==> src/rtl/core/csv_record_tokenizer_assert.svh <==
// Assertion macros for the CSV record tokenizer.
`ifndef CSV_RECORD_TOKENIZER_ASSERT_SVH
`define CSV_RECORD_TOKENIZER_ASSERT_SVH

`ifndef SYNTHESIS
`define CSVTOK_ASSERT(lbl, clk, rst, prop, msg) \
  lbl: assert property (@(posedge clk) disable iff (rst) prop) else $error(msg);
`define CSVTOK_ASSERT_ALWAYS(lbl, clk, prop, msg) \
  lbl: assert property (@(posedge clk) prop) else $error(msg);
`else
`define CSVTOK_ASSERT(lbl, clk, rst, prop, msg)
`define CSVTOK_ASSERT_ALWAYS(lbl, clk, prop, msg)
`endif

`endif

==> src/rtl/core/csvtok_pkg.sv <==
`timescale 1ns / 1ps

package csvtok_pkg;

  localparam logic [7:0] CH_QUOTE = 8'h22;
  localparam logic [7:0] CH_COMMA = 8'h2C;
  localparam logic [7:0] CH_LF    = 8'h0A;
  localparam logic [7:0] CH_CR    = 8'h0D;

  localparam logic [1:0] KIND_DATA   = 2'd0;
  localparam logic [1:0] KIND_FIELD  = 2'd1;
  localparam logic [1:0] KIND_RECORD = 2'd2;
  localparam logic [1:0] KIND_ERROR  = 2'd3;

  typedef struct packed {
    logic [7:0] char_byte;
    logic       end_of_input;
  } csvtok_in_t;

  typedef struct packed {
    logic [1:0] kind;
    logic [7:0] data_byte;
  } csvtok_out_t;

  typedef struct packed {
    logic in_quotes;
    logic quote_pending;
    logic cr_pending;
    logic field_has_data;
    logic record_has_fields;
  } csvtok_state_t;

endpackage

==> src/rtl/core/csvtok_step.sv <==
`timescale 1ns / 1ps

module csvtok_step (
  input  csvtok_pkg::csvtok_state_t state,
  input  csvtok_pkg::csvtok_in_t    word,
  output csvtok_pkg::csvtok_state_t state_next,
  output logic                      emit,
  output csvtok_pkg::csvtok_out_t   result
);
  import csvtok_pkg::*;

  always_comb begin
    logic       skip;
    logic       done;
    logic [7:0] c;
    c          = word.char_byte;
    state_next = state;
    emit       = 1'b0;
    result     = '0;
    skip       = 1'b0;
    done       = 1'b0;
    if (word.end_of_input) begin
      state_next = '0;
      if (state.in_quotes && !state.quote_pending) begin
        emit        = 1'b1;
        result.kind = KIND_ERROR;
      end else if (state.field_has_data || state.record_has_fields) begin
        emit        = 1'b1;
        result.kind = KIND_RECORD;
      end
    end else begin
      if (state.cr_pending) begin
        state_next.cr_pending = 1'b0;
        skip = (c == CH_LF);
      end
      if (!skip) begin
        if (state.quote_pending) begin
          state_next.quote_pending = 1'b0;
          if (c == CH_QUOTE) begin
            state_next.field_has_data = 1'b1;
            emit             = 1'b1;
            result.kind      = KIND_DATA;
            result.data_byte = c;
            done             = 1'b1;
          end else begin
            state_next.in_quotes = 1'b0;
          end
        end
        if (!done) begin
          if (c == CH_QUOTE) begin
            if (state_next.in_quotes) begin
              state_next.quote_pending = 1'b1;
            end else begin
              state_next.in_quotes = 1'b1;
            end
          end else if (!state_next.in_quotes && c == CH_COMMA) begin
            state_next.field_has_data    = 1'b0;
            state_next.record_has_fields = 1'b1;
            emit        = 1'b1;
            result.kind = KIND_FIELD;
          end else if (!state_next.in_quotes && (c == CH_LF || c == CH_CR)) begin
            state_next.field_has_data    = 1'b0;
            state_next.record_has_fields = 1'b0;
            state_next.cr_pending        = (c == CH_CR);
            emit        = 1'b1;
            result.kind = KIND_RECORD;
          end else begin
            state_next.field_has_data = 1'b1;
            emit             = 1'b1;
            result.kind      = KIND_DATA;
            result.data_byte = c;
          end
        end
      end
    end
  end

endmodule

==> src/rtl/core/csv_record_tokenizer.sv <==
`timescale 1ns / 1ps
// CSV record tokenizer.
// text channel (text_valid / text_ready / text_word): one word per byte of
//   CSV text, or a word with end_of_input set to close the stream.
// tok channel (tok_valid / tok_ready / tok_word): zero or one token per text
//   word: a data byte, a field end, a field and record end, or an error for
//   text that ends inside quotes.
// A word lands in the input register at accept, and its token lands in the
//   output register when that word advances, which a held token can delay.
// Throughput: one word per cycle while tok_ready does not hold a token
//   back, set by the combinational quote, CR and field flag update between
//   the input and output registers.
// A word that yields no token still advances and frees the input register.
// Reset clears both registers' valid flags and all parse flags.
// When tok_ready is low the token holds; one more word waits in the input
//   register, then text_ready drops until the token is taken.
// End of input returns every parse flag to its reset value.
module csv_record_tokenizer (
  input  logic                   clk,
  input  logic                   rst,
  input  logic                   text_valid,
  output logic                   text_ready,
  input  csvtok_pkg::csvtok_in_t text_word,
  output logic                   tok_valid,
  input  logic                   tok_ready,
  output csvtok_pkg::csvtok_out_t tok_word
);
  import csvtok_pkg::*;
`include "csv_record_tokenizer_assert.svh"

  logic          hold_valid;
  csvtok_in_t    hold_word;
  csvtok_state_t state;
  csvtok_state_t state_next;
  logic          emit;
  csvtok_out_t   result;
  logic          advance;

  assign advance    = hold_valid && (!tok_valid || tok_ready);
  assign text_ready = !hold_valid || advance;

  csvtok_step u_step (
    .state      (state),
    .word       (hold_word),
    .state_next (state_next),
    .emit       (emit),
    .result     (result)
  );

  always_ff @(posedge clk) begin
    if (rst) begin
      hold_valid <= 1'b0;
    end else if (text_ready) begin
      hold_valid <= text_valid;
    end
    if (text_ready && text_valid) begin
      hold_word <= text_word;
    end
  end

  always_ff @(posedge clk) begin
    if (rst) begin
      state     <= '0;
      tok_valid <= 1'b0;
    end else begin
      if (advance) begin
        state <= state_next;
      end
      if (advance && emit) begin
        tok_valid <= 1'b1;
      end else if (tok_ready) begin
        tok_valid <= 1'b0;
      end
    end
    if (advance && emit) begin
      tok_word <= result;
    end
  end

  `CSVTOK_ASSERT(a_pad_zero, clk, rst,
    tok_valid && tok_word.kind != KIND_DATA |-> tok_word.data_byte == 8'd0,
    "non-data token carries a byte")
  `CSVTOK_ASSERT(a_end_clears, clk, rst,
    advance && hold_word.end_of_input |=> state == '0, "end of input left state")
  `CSVTOK_ASSERT(a_qp_in_quotes, clk, rst,
    state.quote_pending |-> state.in_quotes, "pending quote outside quotes")
  `CSVTOK_ASSERT(a_cr_outside, clk, rst,
    state.cr_pending |-> !state.in_quotes && !state.quote_pending,
    "pending CR inside quotes")
  `CSVTOK_ASSERT_ALWAYS(a_ready_when_empty, clk,
    !rst && !tok_valid |-> text_ready, "stalled with empty output")

endmodule
==> config.mk <==
export PLATFORM = sky130hd
export DESIGN_NAME = csv_record_tokenizer
export DESIGN_NICKNAME = d
export VERILOG_FILES = /design/src/rtl/core/csvtok_pkg.sv /design/src/rtl/core/csvtok_step.sv /design/src/rtl/core/csv_record_tokenizer.sv
export VERILOG_INCLUDE_DIRS = /design/src /design/src/rtl/core
export SDC_FILE = /design/constraint.sdc
export NUM_CORES = 1
export LEC_CHECK = 0
export BUFFER_PORTS_ARGS = -buffer_cell sky130_fd_sc_hd__buf_2
export CORE_ASPECT_RATIO = 0.75
export CORE_MARGIN = 1
export CORE_UTILIZATION = 35
export DETAILED_ROUTE_END_ITERATION = 6
export GPL_TIMING_DRIVEN = 0
export HOLD_SLACK_MARGIN = 0.1
export SYNTH_ARGS = -nofsm -noshare
export SYNTH_HDL_FRONTEND = slang
export SYNTH_HIERARCHICAL = 1
export SYNTH_SLANG_ARGS = --single-unit
==> constraint.sdc <==
create_clock -name clk -period 3.2 [get_ports clk]
set_input_delay 0.32 -clock clk [delete_from_list [all_inputs] [get_ports clk]]
set_output_delay 0.32 -clock clk [all_outputs]
set_load 0.03 [all_outputs]
==> results.txt, run 1 <==
* Port-buffer cells: 24
- VDD sags by at most 242.8 uV.
- Xor/xnor cell area share of the yosys netlist: 0
* Number of synthesized flops with an enable pin: 19
- The run finished with clean final reports.
- The final layout contains routed wiring with a total length of 2458 um.
- GPL Wtd Cong: 0.8178
* Number of clock sinks: 26
- Of the total synthesized cell area, the portion taken by full adders, half adders and majority gates is 0.
- Unique cell type count in the Yosys netlist: 36
* Final min period: 2.321 ns
- For the worst setup path, the data arrival time is 2.22 ns.
* Final routed wire length divided by cell count: 12.74 um
- Sequential element share of the synthesized area: 0.5394
- Cell chosen for the clock root: sky130_fd_sc_hd__clkbuf_8
* Unrepaired setup endpoints after global routing: false
- Pin count of the biggest net entering global routing: 15
* H-tree depth reported by CTS: 1
- Fillcell total: 341
- Routed Antenna Nets: 0
- Of the total synthesized cell area, the portion taken by AND, OR, NAND and NOR gates is 0.3048.
- The region available for standard cell placement spans 3446 sq um.
- Crit path setup slack, layout: 0.8792 ns
* Met2 track demand over resource in global routing: 0.2399
* Worst hold margin: 0.2214 ns
* Synth async-reset ratio: 0
- Max capacitance violation total: 0
- Detailed routing inserted a total of 984 vias.
* Resized cells post-CTS: 0
* Startpoint type of the worst setup path: register
- The Yosys step of the flow raised 6 warnings.
- Type of the worst setup path: reg -> reg
- Clock skew on the completed layout was measured at 0.002251 ns.
- Gr busiest metal: met2
* Number of diodes: 0
- For this block, the initial DRC count from the detailed router was 36.
- Final Max Slew Viols: 0
* Layout area overhead: 17.28%
- By area, the combinational part of the netlist is dominated by simple AND/OR/NAND/NOR gates.
* Global-route congestion overflow total: 0
- For the final routed database, the setup TNS stands at 0 ns.
- In the synthesized netlist the dominant register cell turns out to be sky130_fd_sc_hd__edfxtp_1.
- After clock tree synthesis, the flow added hold-fix buffers numbering 0.
- Setup violations remaining at the end of the flow were counted as 0.
* Post-CTS repair timing setup buffer count: 0
- Counting tap cells, the placed design contains a total of 189 instances.
- Standard-cell rows: 18
- Die width: 72.85 um
* Peak Freq: 0.4309 GHz
- For this run, global-route usage on met3 was measured as 0.04348.
- Timing analysis after detailed placement gives a worst setup slack of 0.8276 ns.
- Clock insertion delay at the later pin of the skew report: 0.27 ns
* Detailed placer's ending HPWL: 1840 um
- Clock-pin slew was measured on the worst setup and hold paths at 0.08 ns.
- Type of element capturing the critical path: register
* Total Die Area: 4016 sq um
* Number of hold-slack violations in the final timing report: 0
- Global-route total usage across every layer: 0.1456
- After synthesis, the share of cell area in mux cells is 0.03799.
* Worst-case headroom to the max-slew limit: 0.4506
- Drt via density: 5.098
- Initial standard-cell utilization of the core: 0.3824
- TritonCTS built the clock tree.
- Mean Syn Cell Area: 11.46 sq um
- At the end of the flow, the number of nets in the layout was 157.
- Counting the buffers created by CTS gives 3.
- Measured along the y axis, the die boundary spans 55.14 um.
* Via count of the first global-routing pass: 893
* Antenna violations before repair: 0
- Fraction of layout instances using a drive strength above 1: 0.2587
* Measured slew at the worst slew-check pin: 0.8211 ns
- The path class of the tightest hold or removal check is in -> reg.
* Post-Syn Nets: 128
- For this run, design rule violations remaining after detail routing come to 0.
- Met1 Track Usage GR: 0.1896
- For the worst setup path, the data required time is 3.10 ns.
- After synthesis the cells add up to 1318 sq um.
- Final cell count without fillers: 193
* Fin crit share: 0.7253
- Pin placement for this block handled 25 I/O pins.
* Syn Inst Count: 115
- Wire length of the first global-routing pass: 4153 um
* Highest fanout seen on the critical path: 10
- Summed over all cells, the static leakage comes to 0.5614 nW.
- Power spread over the standard cell area amounts to 410.2 nW/um^2.
* Total of flip-flops plus latches after synthesis: 26
* Maximum buffer depth of the clock tree: 2
* Detailed Routing Iterations Pass 1: 4
- Post-synthesis compound-gate area fraction: 0.09117
-- logic make-up after synthesis --
kind of cell,after synthesis
AO/OA/AOI/OAI,16
buffers and inverters,7
flip-flops,26
multiplexers,5
AND/OR/NAND/NOR,61
-- layout make-up --
class	instances	area (sq um)	share of cell area
inverter	3	11.26	0.007287
sequential	26	710.7	0.4599
timing repair buffer	24	120.1	0.07773
clock inverter	1	3.754	0.002429
clock buffer	3	41.29	0.02672
buffer	4	23.77	0.01538
multi-input combinational	82	571.8	0.3700
tap	50	62.56	0.04049
-- power breakdown --
group	leakage, nW	switching, W	internal (W)	total [W]
Sequential	0.241	0.0000112	0.000376	0.000387
Clock	0.0231	0.0000972	0.0000859	0.000183
Combinational	0.297	0.0000368	0.0000270	0.0000638
-- critical path, stage by stage (launching register included) --
cell,delay (ns)
sky130_fd_sc_hd__edfxtp_1,0.51
sky130_fd_sc_hd__or3b_4,0.34
sky130_fd_sc_hd__nor2_1,0.06
sky130_fd_sc_hd__o21a_1,0.12
sky130_fd_sc_hd__a21oi_1,0.22
sky130_fd_sc_hd__nand2_1,0.08
sky130_fd_sc_hd__nor2_1,0.62
-- cell usage after synthesis (2+ instances only) --
cell type | count | area [sq um]
sky130_fd_sc_hd__a21oi_1 | 5 | 25.02
sky130_fd_sc_hd__and2_1 | 6 | 37.54
sky130_fd_sc_hd__and4bb_2 | 2 | 25.02
sky130_fd_sc_hd__clkbuf_1 | 2 | 7.510
sky130_fd_sc_hd__dfxtp_1 | 7 | 140.1
sky130_fd_sc_hd__edfxtp_1 | 19 | 570.6
sky130_fd_sc_hd__inv_1 | 3 | 11.26
sky130_fd_sc_hd__mux2i_1 | 5 | 50.05
sky130_fd_sc_hd__nand2_1 | 5 | 18.77
sky130_fd_sc_hd__nand2b_1 | 13 | 81.33
sky130_fd_sc_hd__nor2_1 | 11 | 41.29
sky130_fd_sc_hd__nor2b_1 | 4 | 25.02
sky130_fd_sc_hd__nor3_1 | 3 | 15.01
sky130_fd_sc_hd__nor4_1 | 4 | 25.02
sky130_fd_sc_hd__nor4b_1 | 3 | 26.28
sky130_fd_sc_hd__o21ai_0 | 3 | 15.01
-- registers in the layout, indices dropped and copies added, names as in the netlist --
| register | flops |
|---|---|
| hold_word | 9 |
| state | 5 |
| tok_word | 10 |
| hold_valid | 1 |
| tok_valid | 1 |
-- path summary, 6_finish.rpt --
path / start / to / slack, ns / depth (start not counted)
worst min-delay path: text_word[0] / hold_word[0]$_DFFE_PP_ / 0.22 / 1
worst min register to register: state[1]$_SDFFE_PP0P_ / state[1]$_SDFFE_PP0P_ / 0.50 / 2
worst max register to register: hold_word[2]$_DFFE_PP_ / tok_word[9]$_DFFE_PP_ / 0.88 / 6
worst max-delay path: hold_word[2]$_DFFE_PP_ / tok_word[9]$_DFFE_PP_ / 0.88 / 6
-- per-stage QoR --
| stage | total power [W] | util | cell area [sq um] |
|---|---|---|---|
| 2_1_floorplan | 0.0004369 | - | 1318 |
| 3_3_place_gp | 0.0004572 | 0.4354 | 1500 |
| 3_5_place_dp | 0.0004590 | 0.4354 | 1500 |
| 4_1_cts | 0.0006461 | 0.4484 | 1545 |
| 5_1_grt | 0.0006699 | 0.4484 | 1545 |
| 6_report | 0.0006339 | 0.4484 | 1545 |
-- placed cells by master (no fill, tap or decap), types with 5 or more instances in the layout --
cell type / count
sky130_fd_sc_hd__and2_1: 6
sky130_fd_sc_hd__edfxtp_1: 19
sky130_fd_sc_hd__dfxtp_1: 7
sky130_fd_sc_hd__nand2_1: 5
sky130_fd_sc_hd__a21oi_1: 5
sky130_fd_sc_hd__buf_2: 25
sky130_fd_sc_hd__mux2i_1: 5
sky130_fd_sc_hd__nor2_1: 11
sky130_fd_sc_hd__nand2b_1: 13
-- per-layer routing --
| metal | routed length (um) | vias to the layer above |
|---|---|---|
| met1 | 1187 | 459 |
| li1 | - | 483 |
| met2 | 1115 | 40 |
| met5 | 0 | - |
| met3 | 142 | 2 |
| met4 | 13 | 0 |
(Power assumes the default switching activity.)
==> run 2, diff against run 1 <==
clock period = 2.3 ns   (was 3.2 ns; I/O delays follow)
==> results.txt, run 2 (same netlist as run 1, synthesis figures left out) <==
* Worst-case headroom to the max-slew limit: 0.6956 (+0.2450)
- Leakage power: 0.5617 nW (about the same)
* Clock-pin transition on the worst setup and hold timing paths: 0.08 ns (about the same)
* Startpoint type of the worst setup path: register
- Measured slew at the worst slew-check pin: 0.4566 ns (-0.3645 ns)
- Final min period: 2.003 ns (-0.3182 ns)
- Seq pwr share: 0.610 (about the same)
- Fin crit share: 0.8707 (+0.1455)
- Max capacitance violation total: 0 (unchanged)
- Layout Nets: 157 (unchanged)
- Total via count in the routed design: 966 (-1.8%)
- Layout area overhead: 17.85%
* Global-route total usage across every layer: 0.1444 (-0.001221)
- Initial standard-cell utilization of the core: 0.3824 (unchanged)
- The post-detailed-route DRC marker count is 0 (unchanged).
* H-tree depth reported by CTS: 1 (unchanged)
* Arrival time reported for the critical path endpoint: 1.95 ns (-0.27 ns)
* Max reg flops: 10 (unchanged)
- Result of the run: finished clean
- Floorplan die height: 55.14 um (unchanged)
- The library cell used most frequently in the layout, excluding fill and tap cells, is sky130_fd_sc_hd__buf_2.
- Fraction of power spent switching nets: 0.2294 (+0.0002977)
* Final setup violating endpoints: 0 (unchanged)
* Buffering stage count on the worst path with inverters included: 0 (unchanged)
- Total Die Area: 4016 sq um (unchanged)
- CP Data Required Time: 2.25 ns (-0.85 ns)
* Power per Cell Area: 568.5 nW/um^2 (+39%)
- The placeable core region was 3446 sq um (unchanged).
- Antenna violations before repair: 0 (unchanged)
- Largest voltage drop on the vdd net: 337.8 uV (+39%)
* CP cell instances: nand2b_1, nor2_1, o21a_1, a21oi_1, nand2_1, nor2_4
- Met1 Track Usage GR: 0.1851 (-0.004515)
* Wire length of the first global-routing pass: 4140 um (-0.31%)
- The cell-internal power came to 0.0006802 W (+39%).
- The DRC marker count from the first detailed-route iteration came to 31 (-14%).
- The combinational fraction of design power came to 0.102 (about the same).
- Total net switching power: 0.0002025 W (+39%)
- The global-route congestion overflow total was 0 (unchanged).
- Number of diodes: 0 (unchanged)
- Routed Antenna Nets: 0 (unchanged)
* Final routed wire length divided by cell count: 12.84 um (+0.81%)
- The detailed placer's ending HPWL came to 1840 um (unchanged).
- Routed wire length: 2478 um (+0.81%)
- Leaving out fill and tap cells, the most frequent cells in the layout are 25 x sky130_fd_sc_hd__buf_2, 19 x sky130_fd_sc_hd__edfxtp_1, 13 x sky130_fd_sc_hd__nand2b_1.
- Clock insertion delay at the later pin of the skew report: 0.27 ns (about the same)
- The standard-cell row count was 18 (unchanged).
- Highest fanout seen on the critical path: 10 (unchanged)
- The number of port buffers is 24 (unchanged).
- Drt via density: 5.005 (-1.8%)
- Final design utilization: 0.4506 (+0.002178)
- The slowest stage of the critical path is the sky130_fd_sc_hd__edfxtp_1 cell.
- The worst setup skew after layout is 0.002173 ns (-0.00007780 ns).
* Worst hold margin: 0.1320 ns (-0.08940 ns)
* Storage element area: 710.7 sq um (unchanged)
* Die width: 72.85 um (unchanged)
- Detailed Routing Iterations Pass 1: 4 (unchanged)
- TritonCTS clock tree: built
- Largest Register: tok_word
- Top delay family on crit path: simple AND/OR/NAND/NOR gates
- Fraction of layout instances using a drive strength above 1: 0.2657 (+0.006993)
* Boundary pin count: 25 (unchanged)
- The clock network fraction of design power is 0.288 (about the same).
- The CTS buffer count was 3 (unchanged).
- The met3 track utilization from global routing came to 0.04348 (unchanged).
* Via count of the first global-routing pass: 898 (+0.56%)
* Number of clock sinks: 26 (unchanged)
- Met2 track demand over resource in global routing: 0.2414 (+0.001558)
* Number of hold-slack violations in the final timing report: 0 (unchanged)
- Pin count of the biggest net entering global routing: 15 (unchanged)
- In this run the most used layer during global routing was met2.
* Multi-input gate area: 579.3 sq um (+1.3%)
- Cell chosen for the clock root: sky130_fd_sc_hd__clkbuf_8
- Type of element capturing the critical path: register
* Maximum buffer depth of the clock tree: 2 (unchanged)
- Largest regs: tok_word x10, hold_word x9, state x5
- The total instance count after detailed placement is 189 (unchanged).
- The worst stage delay on the critical path came to 0.52 ns (-0.10 ns).
- Final Max Slew Viols: 0 (unchanged)
* Type of the worst setup path: reg -> reg
* Fillcell total: 339 (-0.59%)
* Worst hold path class: in -> reg
* Peak Freq: 0.4993 GHz (+16%)
- Final cell count without fillers: 193 (unchanged)
- Hold Buf Count CTS: 0 (unchanged)
- The number of buffers inserted by post-CTS setup repair came to 0 (unchanged).
* GPL Wtd Cong: 0.8178 (unchanged)
- Setup repair after global routing left no endpoint under its margin.
-- run 2: cell types whose count changed in the layout (fill, tap and decap cells not counted) --
cell / previous run / this run
sky130_fd_sc_hd__nor2_4: 0 / 1
sky130_fd_sc_hd__nor2_1: 11 / 10
-- run 2: worst paths after layout --
path	start	to	slack, ns	cells past startpoint
setup / recovery	hold_word[4]$_DFFE_PP_	tok_word[9]$_DFFE_PP_	0.30	6
hold / removal	text_word[0]	hold_word[0]$_DFFE_PP_	0.13	1
setup reg to reg	hold_word[4]$_DFFE_PP_	tok_word[9]$_DFFE_PP_	0.30	6
hold reg to reg	state[1]$_SDFFE_PP0P_	state[1]$_SDFFE_PP0P_	0.50	2
-- run 2: what timing repair did --
action,in CTS,in global routing
resized for setup,1,1
setup endpoints to repair,10,10
pin swaps,0,0
-- run 2: power by group through the flow --
| stage | clock (W) | combinational [W] | sequential, W |
|---|---|---|---|
| after CTS | 0.000271 | 0.0000905 | 0.000538 |
| after global routing | 0.000292 | 0.0000999 | 0.000541 |
| after floorplan | 0 | 0.0000511 | 0.000557 |
| after detailed placement | 0 | 0.0000898 | 0.000549 |
| after global placement | 0 | 0.0000882 | 0.000548 |
| final | 0.000254 | 0.0000903 | 0.000538 |
-- run 2: cell type report --
| type | instances | share of cell area |
|---|---|---|
| buffer | 4 | 0.01531 |
| clock buffer | 3 | 0.02659 |
| clock inverter | 1 | 0.002417 |
| inverter | 3 | 0.007252 |
| multi-input combinational | 82 | 0.3731 |
| sequential | 26 | 0.4577 |
| tap | 50 | 0.04029 |
| timing repair buffer | 24 | 0.07736 |
-- run 2: metrics by stage --
stage	TNS, ns	power (W)	cell area [sq um]	worst slack [ns]
floorplan	0	0.0006078	1318	0.3557
global placement	-0.3227	0.0006361	1500	-0.03272
detailed placement	-0.7201	0.0006386	1500	-0.07242
CTS	0	0.0008992	1548	0.1508
global route	0	0.0009328	1553	0.1287
finish	0	0.0008827	1553	0.2973
-- run 2: per-layer routing --
| layer | vias up | wire [um] |
|---|---|---|
| li1 | 482 | - |
| met1 | 452 | 1251 |
| met2 | 30 | 1105 |
| met3 | 2 | 107 |
| met4 | 0 | 13 |
| met5 | - | 0 |
==> run 3, diff against run 2 <==
CORE_ASPECT_RATIO = default   (was 0.75)
CORE_MARGIN = 4   (was 1)
CTS_BUF_LIST = sky130_fd_sc_hd__clkbuf_8   (was default)
==> results.txt, run 3 (same netlist as run 1, synthesis figures left out) <==
* Result of the run: finished clean
- Final min period: 1.990 ns (-0.01262 ns)
- Number of buffers added by the clock tree synthesis step: 3 (unchanged)
- Power per Cell Area: 571.9 nW/um^2 (+0.60%)
* Most common library cell in the layout ignoring fill and taps: sky130_fd_sc_hd__buf_2
- The maximum clock frequency was 0.5025 GHz (+0.63%).
* Fraction of layout instances using a drive strength above 1: 0.2657 (unchanged)
* GPL Wtd Cong: 0.8595 (+5.1%)
* Fin crit share: 0.8652 (-0.005489)
- Clock insertion delay at the later pin of the skew report: 0.26 ns (about the same)
* Clock skew: 0.002134 ns (-0.00003897 ns)
- Detailed placer's ending HPWL: 1899 um (+3.2%)
- The static leakage was 0.5654 nW (+0.67%).
- Floorplan die height: 69.36 um (+26%)
* Arrival time reported for the critical path endpoint: 1.93 ns (-0.02 ns)
- Top library cells by usage in the layout, fill and taps aside: 25 x sky130_fd_sc_hd__buf_2, 19 x sky130_fd_sc_hd__edfxtp_1, 13 x sky130_fd_sc_hd__nand2b_1
- The clock sink total was 26 (unchanged).
* Layout Nets: 157 (unchanged)
- The global-route congestion overflow total was 0 (unchanged).
- The required time reported for the critical path endpoint is 2.24 ns (about the same).
* H-tree depth reported by CTS: 1 (unchanged)
* Largest Register: tok_word
- Initial standard-cell utilization of the core: 0.3599 (-0.02248)
* Worst setup slack after placement: -0.02459 ns (+0.04783 ns)
* Max reg flops: 10 (unchanged)
- Worst-case headroom to the max-slew limit: 0.7289 (+0.03335)
* Pin count of the biggest net entering global routing: 15 (unchanged)
- Relative to the synthesized area, the layout overhead comes to 17.66%.
- Setup repair after global routing left no endpoint under its margin.
- The clock slew at the register clock pins of the worst setup and hold paths was 0.09 ns (about the same).
- The number of standard cells in the layout, taps in and fillers out came to 191 (-1.0%).
- The count of maximum capacitance violations came to 0 (unchanged).
- Hold Buf Count CTS: 0 (unchanged)
- Initial DRC Count: 42 (+35%)
- Cell chosen for the clock root: sky130_fd_sc_hd__clkbuf_8
- The placeable core region was 3661 sq um (+6.2%).
- Resized cells post-CTS: 1 (unchanged)
- Global-route total usage across every layer: 0.1104 (-0.03406)
- The total chip power came to 0.0008865 W (+0.44%).
* Placed Cells: 187 (-1.1%)
- The via density per instance came to 5.168 (+3.2%).
- Boundary pin count: 25 (unchanged)
- Via count of the first global-routing pass: 941 (+4.8%)
- The worst setup path is captured at a register.
- The maximum fanout count along the critical path is 10 (unchanged).
- Maximum buffer depth of the clock tree: 2 (unchanged)
- Final routed wire length divided by cell count: 13.71 um (+6.8%)
- The total inserted antenna cells came to 0 (unchanged).
* Crit path setup slack, layout: 0.3100 ns (+0.01262 ns)
* Total Die Area: 4810 sq um (+20%)
- Final Max Slew Viols: 0 (unchanged)
- The initial antenna violation count is 0 (unchanged).
- Worst hold margin: 0.1326 ns (+0.0005920 ns)
- The worst setup slack for register-to-register paths came to 0.31 ns (about the same).
- Port-buffer cells: 24 (unchanged)
- The final setup violation count came to 0 (unchanged).
- Worst hold path class: in -> reg
- Largest voltage drop on the vdd net: 292.2 uV (-14%)
* Largest regs: tok_word x10, hold_word x9, state x5
* Type of the worst setup path: reg -> reg
* Startpoint type of the worst setup path: register
- The post-detailed-route DRC marker count was 0 (unchanged).
* Routed Antenna Nets: 0 (unchanged)
- Detailed Routing Iterations Pass 1: 4 (unchanged)
- Post-CTS repair timing setup buffer count: 0 (unchanged)
- The worst-margin pin slew was 0.4029 ns (-0.05374 ns).
- TritonCTS built the clock tree.
* Standard-cell rows: 22 (+4)
- The global-route wire length before repair is 4319 um (+4.3%).
- Die width: 69.36 um (-4.8%)
- The via count is 987 (+2.2%).
- Number of hold-slack violations in the final timing report: 0 (unchanged)
- Routed wire length: 2618 um (+5.6%)
-- run 3: metrics by stage --
stage,setup TNS (ns),instance area (sq um),util
after floorplan,0,1318,-
after global placement,0,1498,0.4091
after detailed placement,-0.2429,1498,0.4091
after CTS,0,1545,0.4221
after global routing,0,1550,0.4234
final,0,1550,0.4234
-- run 3: area by class of cell --
type                            count  area, sq um
Fill cell                         349         2111
Sequential cell                    26        710.7
Multi-Input combinational cell     82        579.3
Timing Repair Buffer               24        120.1
Tap cell                           48        60.06
Clock buffer                        3        41.29
Buffer                              4        23.77
Inverter                            3        11.26
Clock inverter                      1        3.754
-- run 3: power breakdown --
group          switching, W  internal [W]  total (W)
logic             0.0000539     0.0000380  0.0000919
clock network      0.000137      0.000119   0.000256
registers         0.0000154      0.000523   0.000538
total              0.000206      0.000680   0.000887
-- run 3: metal layers --
metal,wire length (um),share of wire,track usage,up-vias
li1,-,-,-,481
met1,1103,0.42,0.1304,450
met2,1278,0.49,0.1875,50
met3,212,0.081,0.02464,6
met4,23,0.0088,0.05423,0
met5,0,0,0,-
-- run 3: critical path: stages (launching register included) --
cell,delay (ns)
sky130_fd_sc_hd__edfxtp_1,0.48
sky130_fd_sc_hd__or3b_4,0.34
sky130_fd_sc_hd__nor2_1,0.07
sky130_fd_sc_hd__o21a_1,0.13
sky130_fd_sc_hd__a21oi_1,0.23
sky130_fd_sc_hd__nand2_1,0.13
sky130_fd_sc_hd__nor2_4,0.28
-- run 3: final timing paths --
check | from | to | cells past startpoint
hold / removal | text_word[0] | hold_word[0]$_DFFE_PP_ | 1
hold reg to reg | state[0]$_SDFFE_PP0P_ | state[0]$_SDFFE_PP0P_ | 2
setup reg to reg | hold_word[2]$_DFFE_PP_ | tok_word[6]$_DFFE_PP_ | 6
setup / recovery | hold_word[2]$_DFFE_PP_ | tok_word[6]$_DFFE_PP_ | 6
